## src/rtl/core/srt_pkg.sv

```systemverilog
`timescale 1ns / 1ps
`default_nettype none

package srt_pkg;

    localparam int DEF_CAPACITY = 64;
    localparam int SCORE_W      = 20;
    localparam int NAME_W       = 64;
    localparam int STATUS_W     = 2;

    typedef enum logic [STATUS_W-1:0] {
        ST_OK    = 2'd0,
        ST_FULL  = 2'd1,
        ST_EMPTY = 2'd2,
        ST_DUP   = 2'd3
    } status_t;

    typedef enum logic [3:0] {
        S_IDLE,
        S_SCAN_RD,
        S_SCAN_CMP,
        S_SHIFT_RD,
        S_SHIFT_WR,
        S_INSERT,
        S_GET_RD,
        S_GET_DATA,
        S_RESULT
    } state_t;

    // controller to datapath
    typedef struct packed {
        logic    latch_item;
        logic    cur_zero;
        logic    cur_count;
        logic    cur_inc;
        logic    cur_dec;
        logic    pos_load;
        logic    rd_cur;
        logic    rd_prev;
        logic    rd_rank;
        logic    wr_shift;
        logic    wr_item;
        logic    cnt_inc;
        logic    rank_inc;
        logic    take_name;
        logic    set_status;
        status_t status_code;
        logic    out_load;
    } ctrl_cmd_t;

    // datapath to controller
    typedef struct packed {
        logic item_is_get;
        logic rank_ok;
        logic cur_at_count;
        logic cur_at_pos;
        logic full;
        logic equal;
        logic ahead;
        logic out_free;
    } dp_status_t;

endpackage

`default_nettype wire

```

## src/rtl/core/srt_ctrl.sv

```systemverilog
`timescale 1ns / 1ps
`default_nettype none

module srt_ctrl (
    input  wire logic               clk,
    input  wire logic               rst_n,
    input  wire logic               in_valid,
    output logic                    in_stall,
    input  wire srt_pkg::dp_status_t dp_st,
    output srt_pkg::ctrl_cmd_t      cmd
);
    import srt_pkg::*;

    state_t state_reg;
    state_t state_next;

    always_ff @(posedge clk or negedge rst_n)
    begin
        if (!rst_n)
        begin
            state_reg <= S_IDLE;
        end
        else
        begin
            state_reg <= state_next;
        end
    end

    always_comb
    begin
        state_next = state_reg;
        unique case (state_reg)
            S_IDLE:
            begin
                if (in_valid)
                begin
                    state_next = S_SCAN_RD;
                end
            end
            S_SCAN_RD:
            begin
                // a get lands here only on the first cycle after accept
                if (dp_st.item_is_get)
                begin
                    state_next = dp_st.rank_ok ? S_GET_RD : S_RESULT;
                end
                else if (dp_st.cur_at_count)
                begin
                    state_next = dp_st.full ? S_RESULT : S_INSERT;
                end
                else
                begin
                    state_next = S_SCAN_CMP;
                end
            end
            S_SCAN_CMP:
            begin
                if (dp_st.equal)
                begin
                    state_next = S_RESULT;
                end
                else if (dp_st.ahead)
                begin
                    state_next = dp_st.full ? S_RESULT : S_SHIFT_RD;
                end
                else
                begin
                    state_next = S_SCAN_RD;
                end
            end
            S_SHIFT_RD:
            begin
                state_next = dp_st.cur_at_pos ? S_INSERT : S_SHIFT_WR;
            end
            S_SHIFT_WR: state_next = S_SHIFT_RD;
            S_INSERT:   state_next = S_RESULT;
            S_GET_RD:   state_next = S_GET_DATA;
            S_GET_DATA: state_next = S_RESULT;
            S_RESULT:
            begin
                if (dp_st.out_free)
                begin
                    state_next = S_IDLE;
                end
            end
            default:    state_next = S_IDLE;
        endcase
    end

    always_comb
    begin
        cmd             = '0;
        cmd.status_code = ST_OK;
        in_stall        = (state_reg != S_IDLE);
        unique case (state_reg)
            S_IDLE:
            begin
                cmd.latch_item = in_valid;
                cmd.cur_zero   = in_valid;
            end
            S_SCAN_RD:
            begin
                if (dp_st.item_is_get)
                begin
                    if (!dp_st.rank_ok)
                    begin
                        cmd.set_status  = 1'b1;
                        cmd.status_code = ST_EMPTY;
                    end
                end
                else if (dp_st.cur_at_count)
                begin
                    if (dp_st.full)
                    begin
                        cmd.set_status  = 1'b1;
                        cmd.status_code = ST_FULL;
                    end
                end
                else
                begin
                    cmd.rd_cur = 1'b1;
                end
            end
            S_SCAN_CMP:
            begin
                if (dp_st.equal)
                begin
                    cmd.set_status  = 1'b1;
                    cmd.status_code = ST_DUP;
                end
                else if (dp_st.ahead)
                begin
                    if (dp_st.full)
                    begin
                        cmd.set_status  = 1'b1;
                        cmd.status_code = ST_FULL;
                    end
                    else
                    begin
                        cmd.pos_load  = 1'b1;
                        cmd.cur_count = 1'b1;
                    end
                end
                else
                begin
                    cmd.cur_inc = 1'b1;
                end
            end
            S_SHIFT_RD:
            begin
                cmd.rd_prev = !dp_st.cur_at_pos;
            end
            S_SHIFT_WR:
            begin
                cmd.wr_shift = 1'b1;
                cmd.cur_dec  = 1'b1;
            end
            S_INSERT:
            begin
                cmd.wr_item = 1'b1;
                cmd.cnt_inc = 1'b1;
            end
            S_GET_RD:
            begin
                cmd.rd_rank = 1'b1;
            end
            S_GET_DATA:
            begin
                cmd.take_name = 1'b1;
                cmd.rank_inc  = 1'b1;
            end
            S_RESULT:
            begin
                cmd.out_load = dp_st.out_free;
            end
            default:
            begin
                cmd.status_code = ST_OK;
            end
        endcase
    end

endmodule

`default_nettype wire

```

## config.mk

```make
export PLATFORM = sky130hd
export DESIGN_NAME = srt_ctrl
export DESIGN_NICKNAME = d
export VERILOG_FILES = /design/src/rtl/core/srt_pkg.sv /design/src/rtl/core/srt_ctrl.sv
export SDC_FILE = /design/constraint.sdc
export NUM_CORES = 1
export LEC_CHECK = 0
export BUFFER_PORTS_ARGS = -buffer_cell sky130_fd_sc_hd__buf_4
export CAP_MARGIN = 20
export CORE_MARGIN = 2
export CORE_UTILIZATION = 30
export DETAILED_ROUTE_END_ITERATION = 8
export SYNTH_ARGS = -nofsm -noshare
export SYNTH_HDL_FRONTEND = slang
export SYNTH_SLANG_ARGS = --single-unit
export TNS_END_PERCENT = 100
```

## constraint.sdc

```tcl
create_clock -name clk -period 4.8 [get_ports clk]
set_input_delay 0.72 -clock clk [delete_from_list [all_inputs] [get_ports clk]]
set_output_delay 0.72 -clock clk [all_outputs]
set_load 0.01 [all_outputs]
```

==> results of run 1 <==
-- Yosys cell counts, drive strengths merged (2+ instances only) --
cell	n
dfrtp	4
inv	2
nor3	4
nor4	2
nand3b	3
buf	8
nor4b	2
nor2b	3
nor2	5
a21oi	2
nand2b	2
nand2	9
and3	2
or4b	2
-- final cells by class --
class	count	area (um^2)	share of cell area
Clock buffer	3	22.5	0.0325
Multi-Input combinational cell	45	325	0.469
Inverter	2	7.51	0.0108
Timing Repair Buffer	29	218	0.314
Tap cell	16	20.0	0.0289
Sequential cell	4	100	0.144
-- report_power, final --
part	internal (mW)	switching, mW
combinational	0.124	0.0966
sequential	0.0492	0.0404
clock	0.0281	0.0154
-- metal layers --
layer,wire length (um),up-vias,track usage,share of wire
li1,-,255,-,-
met1,498,222,0.160,0.44
met2,501,26,0.188,0.44
met3,104,3,0.0122,0.092
met4,24,0,0.109,0.021
met5,0,-,0,0
-- cell families after synthesis --
| family | share of synthesized area |
|---|---|
| and+or+nand+nor | 0.475 |
| buffers and inverters | 0.141 |
| AOI/OAI and AO/OA | 0.141 |
| DFF | 0.202 |
| xor gates and xnor gates | 0.0177 |
| muxes | 0.0227 |
-- how the worst min path moves through the flow --
stage,slack [ns],from,to
2_1_floorplan,0.42,rst_n,state_reg[0]
3_3_place_gp,0.52,rst_n,state_reg[2]
3_5_place_dp,0.52,rst_n,state_reg[2]
4_1_cts,0.26,rst_n,state_reg[0]
5_1_grt,0.26,rst_n,state_reg[0]
6_report,0.26,rst_n,state_reg[0]
-- metrics by stage --
| stage | cells | util | hold WS (ns) |
|---|---|---|---|
| detailed placement | 96 | 0.440 | 0.518 |
| finish | 99 | 0.455 | 0.263 |
| global route | 99 | 0.455 | 0.256 |
| floorplan | 60 | - | 0.424 |
| CTS | 99 | 0.455 | 0.260 |
| global placement | 96 | 0.440 | 0.516 |
-- critical path: stages (launching register included) --
cell and delay (ns):
dfrtp_1 0.54, or4b_4 0.56, o32a_4 0.39, nand2_1 0.06, buf_4 0.11
==> flow_results.org, run 1 <==
** Run status
- The run finished with clean final reports.

** Cells and area
- In the layout the commonest cells are buf_4, nand2_1, nor2_1, nor3_1, dfrtp_1.
- The final layout contains 96 nets.
- Counting the fill cells in the layout gives approximately 160.
- Leading cell type in the layout, fill and taps excluded :: buf_4
- In the final layout, the share of cells above drive strength 1 is 0.482.
- Synthesis-to-layout area growth :: 39.9%
- Non-Filler Cell Area, Final :: approximately 700 um^2
- Number of antenna cells inserted :: 0
- The register with the most flip-flops in the layout has 4 of them.

** Hold path
- The min-delay analysis places its worst path in the category in2async.

** Worst setup path
- Worst r2r src :: state_reg[0]
- The critical path is of the reg2out type.
- Worst setup slack for register-to-register paths :: roughly 3.2 ns
- CP Capture Point :: cmd[3]
- Critical path startpoint :: state_reg[0]
- STA classifies the critical path endpoint as an output port.
- For the worst setup path, the data required time is 4.08 ns.
- Endpoint of the worst register-to-register path :: state_reg[3]
- R2R depth :: 3
- Along the worst path, the maximum fanout reaches 12.
- Arrival time worst endpoint :: around 1.9 ns
- The worst setup path is launched from a flop.

** Synth
- Portion of the post-synthesis area used by sequential elements :: 0.202
- Proportion of synthesized flip-flops having asynchronous set or reset :: 1.00
- Cell area after synthesis :: 495 um^2
- During synthesis, Yosys emitted a total of 0 warnings.
- A synthesized cell averages ~8.3 um^2.
- The synthesized design contains 4 register bits.
- Synthesis produced a netlist whose cell count is 60.
- Of all cell types, the one taking the most synthesized area is dfrtp_1.
- The number of different library cells used by synthesis comes to 28.
- Dominant synthesized flop cell :: dfrtp_1
- Synthesized Nets :: 71
- Area share of the leading cell type in the synthesized netlist :: 0.202
- Counting flops with a built-in enable in the synthesized netlist gives 0.
- Synth area leaders :: dfrtp_1, buf_4, nand2_1

** GRT
- Largest net degree at the start of global routing :: 13
- Initial antenna violation count :: 0
- For this run, the total global-route usage over all layers was measured as 0.126.
- Number of global-route vias before repair :: 445
- Final global-route overflow total :: 0
- Global-route wire length before repair :: 1.78 mm

** Timing
- TNS Setup :: 0 ns
- The number of max-slew violations in the final report was 0.
- Worst-margin pin slew :: between 0.3 and 0.4 ns
- Final hold viol count :: 0
- Setup repair after global routing left no endpoint under its margin.
- Worst slew margin relative to its limit :: 0.730
- Across all setup checks in the final design, the least slack found is between 2 and 2.5 ns.
- Skew final :: between 0.007 and 0.008 ns
- The worst path needs about 2.6 ns of the cycle, external delays included.
- Setup violations remaining at the end of the flow were counted as 0.
- For this run, the top clock speed supported by timing is approximately 380 MHz.
- In the finished design, the share of the clock period the worst path needs comes to 0.547.

** Clock tree
- Clock transition time at the flip-flop clock pins of the worst setup and hold paths :: roughly 0.04 ns
- TritonCTS built the clock tree.
- H-tree depth :: 1
- TritonCTS buffer count :: 3
- Post-CTS Setup Bufs :: 0
- CTS Root Buffer Type :: clkbuf_4
- Post-cts hold buffer count :: 0
- For the worst-skew pair, the clock arrives at the later sink with an insertion delay of ~0.24 ns.
- Maximum clock insertion buffer count :: 2
- Number of sinks on the clock net :: 4
- The number of gates resized after CTS was 0.

** Pwr
- Power Density :: around 510 nW/um^2
- Post-route total power :: 0.353 mW
- In this run the static leakage power is about 0.37 nW.
- IR analysis of the VDD net gives a maximum drop of 0.205 mV.

** Drt
- Post-DR vias/cell :: 5.11
- Wirelength, routed :: ~1.1 mm
- WL/cell :: about 11 um
- Vias :: around 500
- Number of detailed-route iterations in the first pass :: 3
- The count of nets left with antenna violations once routing finished came out at 0.
- Final routed DRC violation total :: 0
- After the first detailed-routing iteration, the DRC count stood at 1.

** Flow run
- The tool flagged a number of max-cap violations equal to 0.

** Die
- 30 I/O pins were placed.
- Area of the core :: roughly 1500 um^2
- For this configuration, the core starts out at a cell density of 0.325.
- Row count :: 14
- The die covers ~2000 um^2.
- Die Height :: around 45 um
- Die outline width :: 44.6 um

** Placement
- Worst setup slack after placement :: approximately 2.4 ns
- Input and output buffers added on the ports amount to 29.
- After detailed placement, the total cell area comes to roughly 670 um^2.
- Routability congestion estimate from global placement :: approximately 0.79
Note: power is estimated with default switching activity, not from simulation.
==> run 2: changes to the inputs <==
ABC_AREA = 1   (was default)
clock period = 2.35 ns   (was 4.8 ns; I/O delays follow)
==> run 2 against run 1 <==
  * Count of clock-buffer cells in the layout unchanged
  * Synthesized cell count increased by 27%
  * Critical path type unchanged
  * Via count increased by 7.9%
  * Routed wire length decreased by 0.62%
  * Non-clock buffer count up 1
  * Sequential power increased by 70%
  * Flip-flop and latch count unchanged
  * Cell count increased by 20%
==> flow_results.org, run 2 <==
** Run status
- Status: complete, no violations (unchanged).

** Timing
- For this run, the top clock speed supported by timing is roughly 540 MHz.
- The sum of negative setup slack was 0 ns (unchanged).
- The final setup violation count came to 0 (unchanged).
- Worst slew margin relative to its limit :: 0.836 (was 0.730)
- The smallest clock period supported by the final layout is computed as 1.86 ns.
- Setup repair after global routing missed its margin :: no (unchanged)
- The post-route clock skew came to 0.000596 ns (was 0.00727 ns).
- The number of max-slew violations in the final report is 0 (unchanged).
- The slew at the pin closest to its max-slew limit is 0.243 ns (was 0.400 ns).
- Final hold viol count :: 0 (unchanged)
- Dividing the final minimum period by the clock period gives 0.793.

** Worst setup path
- Crit path cell chain: inv_1 > nand3_1 > or2_1 > o31ai_1 > buf_4 (was or4b_4 > o32a_4 > nand2_1 > buf_4).
- The start-to-end type of the worst setup path was reg2out (unchanged).
- Crit-path max FO :: 7 (was 12)
- CP peak stage delay :: 0.45 ns (was 0.56 ns)
- R2R depth :: 7 (was 3)
- The worst reg2reg path startpoint is state_reg[3] (was state_reg[0]).
- The data arrival time at the worst-slack endpoint came to 1.51 ns (was 1.90 ns).
- Worst setup slack for register-to-register paths :: 1.15 ns (was 3.15 ns)
- The critical path's slowest cell is dfrtp_1 (was or4b_4).
- Type of element launching the critical path :: flop (unchanged)
- The end of the worst register-to-register path is state_reg[0] (was state_reg[3]).
- Critical path capture point type :: output port (unchanged)
- Critical Path RT :: 2.00 ns (was 4.08 ns)

** Pwr
- The maximum ir drop on the vdd rail is 0.385 mV (was 0.205 mV).
- Power Density :: 992 nW/um^2 (was 510 nW/um^2)
- The reported leakage power was 0.415 nW (was 0.368 nW).

** GRT
- Global-route wire length before repair :: 1.93 mm (was 1.78 mm)
- Final global-route overflow total :: 0 (unchanged)
- The initial antenna violation count came to 0 (unchanged).
- The pin count of the biggest net entering global routing came to 8 (was 13).
- Number of global-route vias before repair :: 503 (was 445)
- The overall routing resource usage was 0.139 (was 0.126).

** Drt
- The DRC violations left was 0 (unchanged).
- The via total after detailed routing was 546 (was 506).
- WL/cell :: 9.43 um (was 11.4 um)
- The antenna violation net count after detailed routing came to 0 (unchanged).
- The total wire length after detailed routing came to 1.12 mm (was 1.13 mm).
- Number of detailed-route iterations in the first pass :: 4 (was 3)
- The vias per cell was 4.59 (was 5.11).
- Number of violations reported at the end of detailed-routing iteration 0 :: 14 (was 1)

** Clock tree
- TritonCTS buffer count :: 3 (unchanged)
- H-tree depth :: 1 (unchanged)
- The root cell of the clock tree is clkbuf_4 (unchanged).
- Clock transition time at the flip-flop clock pins of the worst setup and hold paths :: 0.04 ns (about the same)
- Maximum clock insertion buffer count :: 2 (unchanged)
- Clock latency reported for the late side of the worst-skew pair :: 0.23 ns (was 0.24 ns)
- Clock tree from TritonCTS :: yes (unchanged)
- The CTS sink count came to 4 (unchanged).
- The number of gates resized after CTS came to 0 (unchanged).

** Hold path
- Counting instances, the worst hold path has a depth of 5.
- The startpoint identified for the worst hold timing path is in_valid.
- Worst hold endpoint :: state_reg[0]
- Class of the tightest hold or removal check :: in2reg (was in2async)

** Die
- The die span in x is 42.5 um (was 44.6 um).
- The standard-cell row count is 13 (was 14).
- The die area came to 1800 um^2 (was 1990 um^2).
- Die Height :: 42.5 um (was 44.6 um)
- The I/O pin count was 30 (unchanged).
- Area of the core :: 1350 um^2 (was 1520 um^2)
- The effective utilization at floorplan is 0.329 (was 0.325).

** Synth
- Yosys warning count :: 0 (unchanged)
- Synthesized Nets :: 87 (was 71)
- Cell type contributing the most total cell area after synthesis :: dfrtp_1 (unchanged)
- Area share of the leading cell type in the synthesized netlist :: 0.225 (was 0.202)
- The number of enable-type register cells in the synthesized netlist is 0 (unchanged).
- Most frequent cell after synthesis :: inv_1 (was nand2_1)
- Portion of the post-synthesis area used by sequential elements :: 0.225 (was 0.202)
- The number of different library cells in the post-synthesis netlist is 17 (was 28).
- Synthesized instance count :: 76 (was 60)
- Ranking of synthesized cells by instance count: inv_1, nand2_1, nand3_1 (was nand2_1, buf_4, nor2_1).
- Avg Synthesized Cell Area :: 5.84 um^2 (was 8.26 um^2)
- Yosys reg bits :: 4 (unchanged)
- Cell area after synthesis :: 444 um^2 (was 495 um^2)
- The proportion of register bits with asynchronous set or reset after synthesis is 1.00 (unchanged).
- Synth area leaders: dfrtp_1, inv_1, nand2_1 (was dfrtp_1, buf_4, nand2_1).
- Dominant synthesized flop cell :: dfrtp_1 (unchanged)

** Cells and area
- The relative area change from synthesis to final layout came to 52.1% (was 39.9%).
- Commonest non-fill, non-tap cells in the layout: buf_4, inv_1, nand2_1, nand3_1, nor2_1 (was buf_4, nand2_1, nor2_1, nor3_1, dfrtp_1).
- The number of nets at the end of the flow came to 117 (was 96).
- The final non-filler cell total is 119 (was 99).
- Fraction of layout cells with a size suffix above 1 :: 0.337 (was 0.482)
- The number of inserted filler cells in the final layout is 151 (was 157).
- Non-Filler Cell Area, Final :: 676 um^2 (was 693 um^2)
- The most frequent standard cell in the layout excluding fill and tap cells is buf_4 (unchanged).
- Total area of multi-input combinational cells :: 239 um^2 (was 325 um^2)
- Max reg flops :: 4 (unchanged)
- The flip-flop and latch area is 100 um^2 (unchanged).
- The total inserted antenna cells is 0 (unchanged).

** Placement
- The number of placed instances with taps included is 115 (was 96).
- Routability congestion estimate from global placement :: 0.784 (was 0.795)
- The count of input and output buffers came to 29 (unchanged).
- The instance area at placement came to 643 um^2 (was 671 um^2).
- DP Wirelength :: approximately 970 um

** Flow run
- The count of maximum capacitance violations is 0 (unchanged).
run 2: repair_timing:
item	in CTS	in global routing
hold endpoints to repair	4	0
hold buffers	1	0
endpoints found under the setup margin	0	0
setup buffers	0	0
run 2: kinds of logic after synthesis:
kind of cell	synth area share
AND/OR/NAND/NOR	0.485
buffers and inverters	0.237
flip-flops	0.225
AO/OA/AOI/OAI	0.0535
run 2: where the power goes:
group / leakage, nW / switching [mW] / internal, mW / total (mW)
logic: 0.349 / 0.244 / 0.189 / 0.433
clock network: 0.0138 / 0.0278 / 0.0571 / 0.0849
registers: 0.0520 / 0.0511 / 0.101 / 0.152
total: 0.415 / 0.323 / 0.347 / 0.670
run 2: how the worst max path moves through the flow:
stage | start | end | cells past startpoint
final | state_reg[0] | cmd[1] | 5
after global routing | state_reg[3] | cmd[1] | 5
after CTS | state_reg[0] | cmd[1] | 5
after detailed placement | state_reg[0] | cmd[1] | 5
after global placement | state_reg[0] | cmd[1] | 5
after floorplan | state_reg[2] | cmd[13] | 5
run 2: layout make-up:
cell class | instances | area share
Clock buffer | 3 | 0.0333
Inverter | 18 | 0.100
Multi-Input combinational cell | 49 | 0.354
Sequential cell | 4 | 0.148
Tap cell | 15 | 0.0278
Timing Repair Buffer | 30 | 0.337
run 2: per-layer routing:
metal | vias to the layer above | routed length [um] | global-route usage
met5 | - | 0 | 0
met4 | 0 | 16 | 0.0750
li1 | 292 | - | -
met2 | 24 | 519 | 0.243
met1 | 228 | 505 | 0.161
met3 | 2 | 80 | 0.0172
run 2: critical path, delay by kind of cell, from the launching register on:
family / cells / cell delay [ns]
AND/OR/NAND/NOR: 2 / 0.44
AO/OA/AOI/OAI: 1 / 0.08
flip-flops: 1 / 0.45
buffers and inverters: 2 / 0.29
run 2: per-stage QoR:
step           worst slack [ns]  hold slack (ns)  power [mW]   util
6_report                  0.486            0.434       0.670  0.500
2_1_floorplan             0.830           0.0569       0.425      -
3_5_place_dp              0.731            0.149       0.591  0.476
4_1_cts                   0.475            0.440       0.680  0.500
3_3_place_gp              0.776            0.151       0.591  0.476
5_1_grt                   0.405            0.458       0.738  0.500
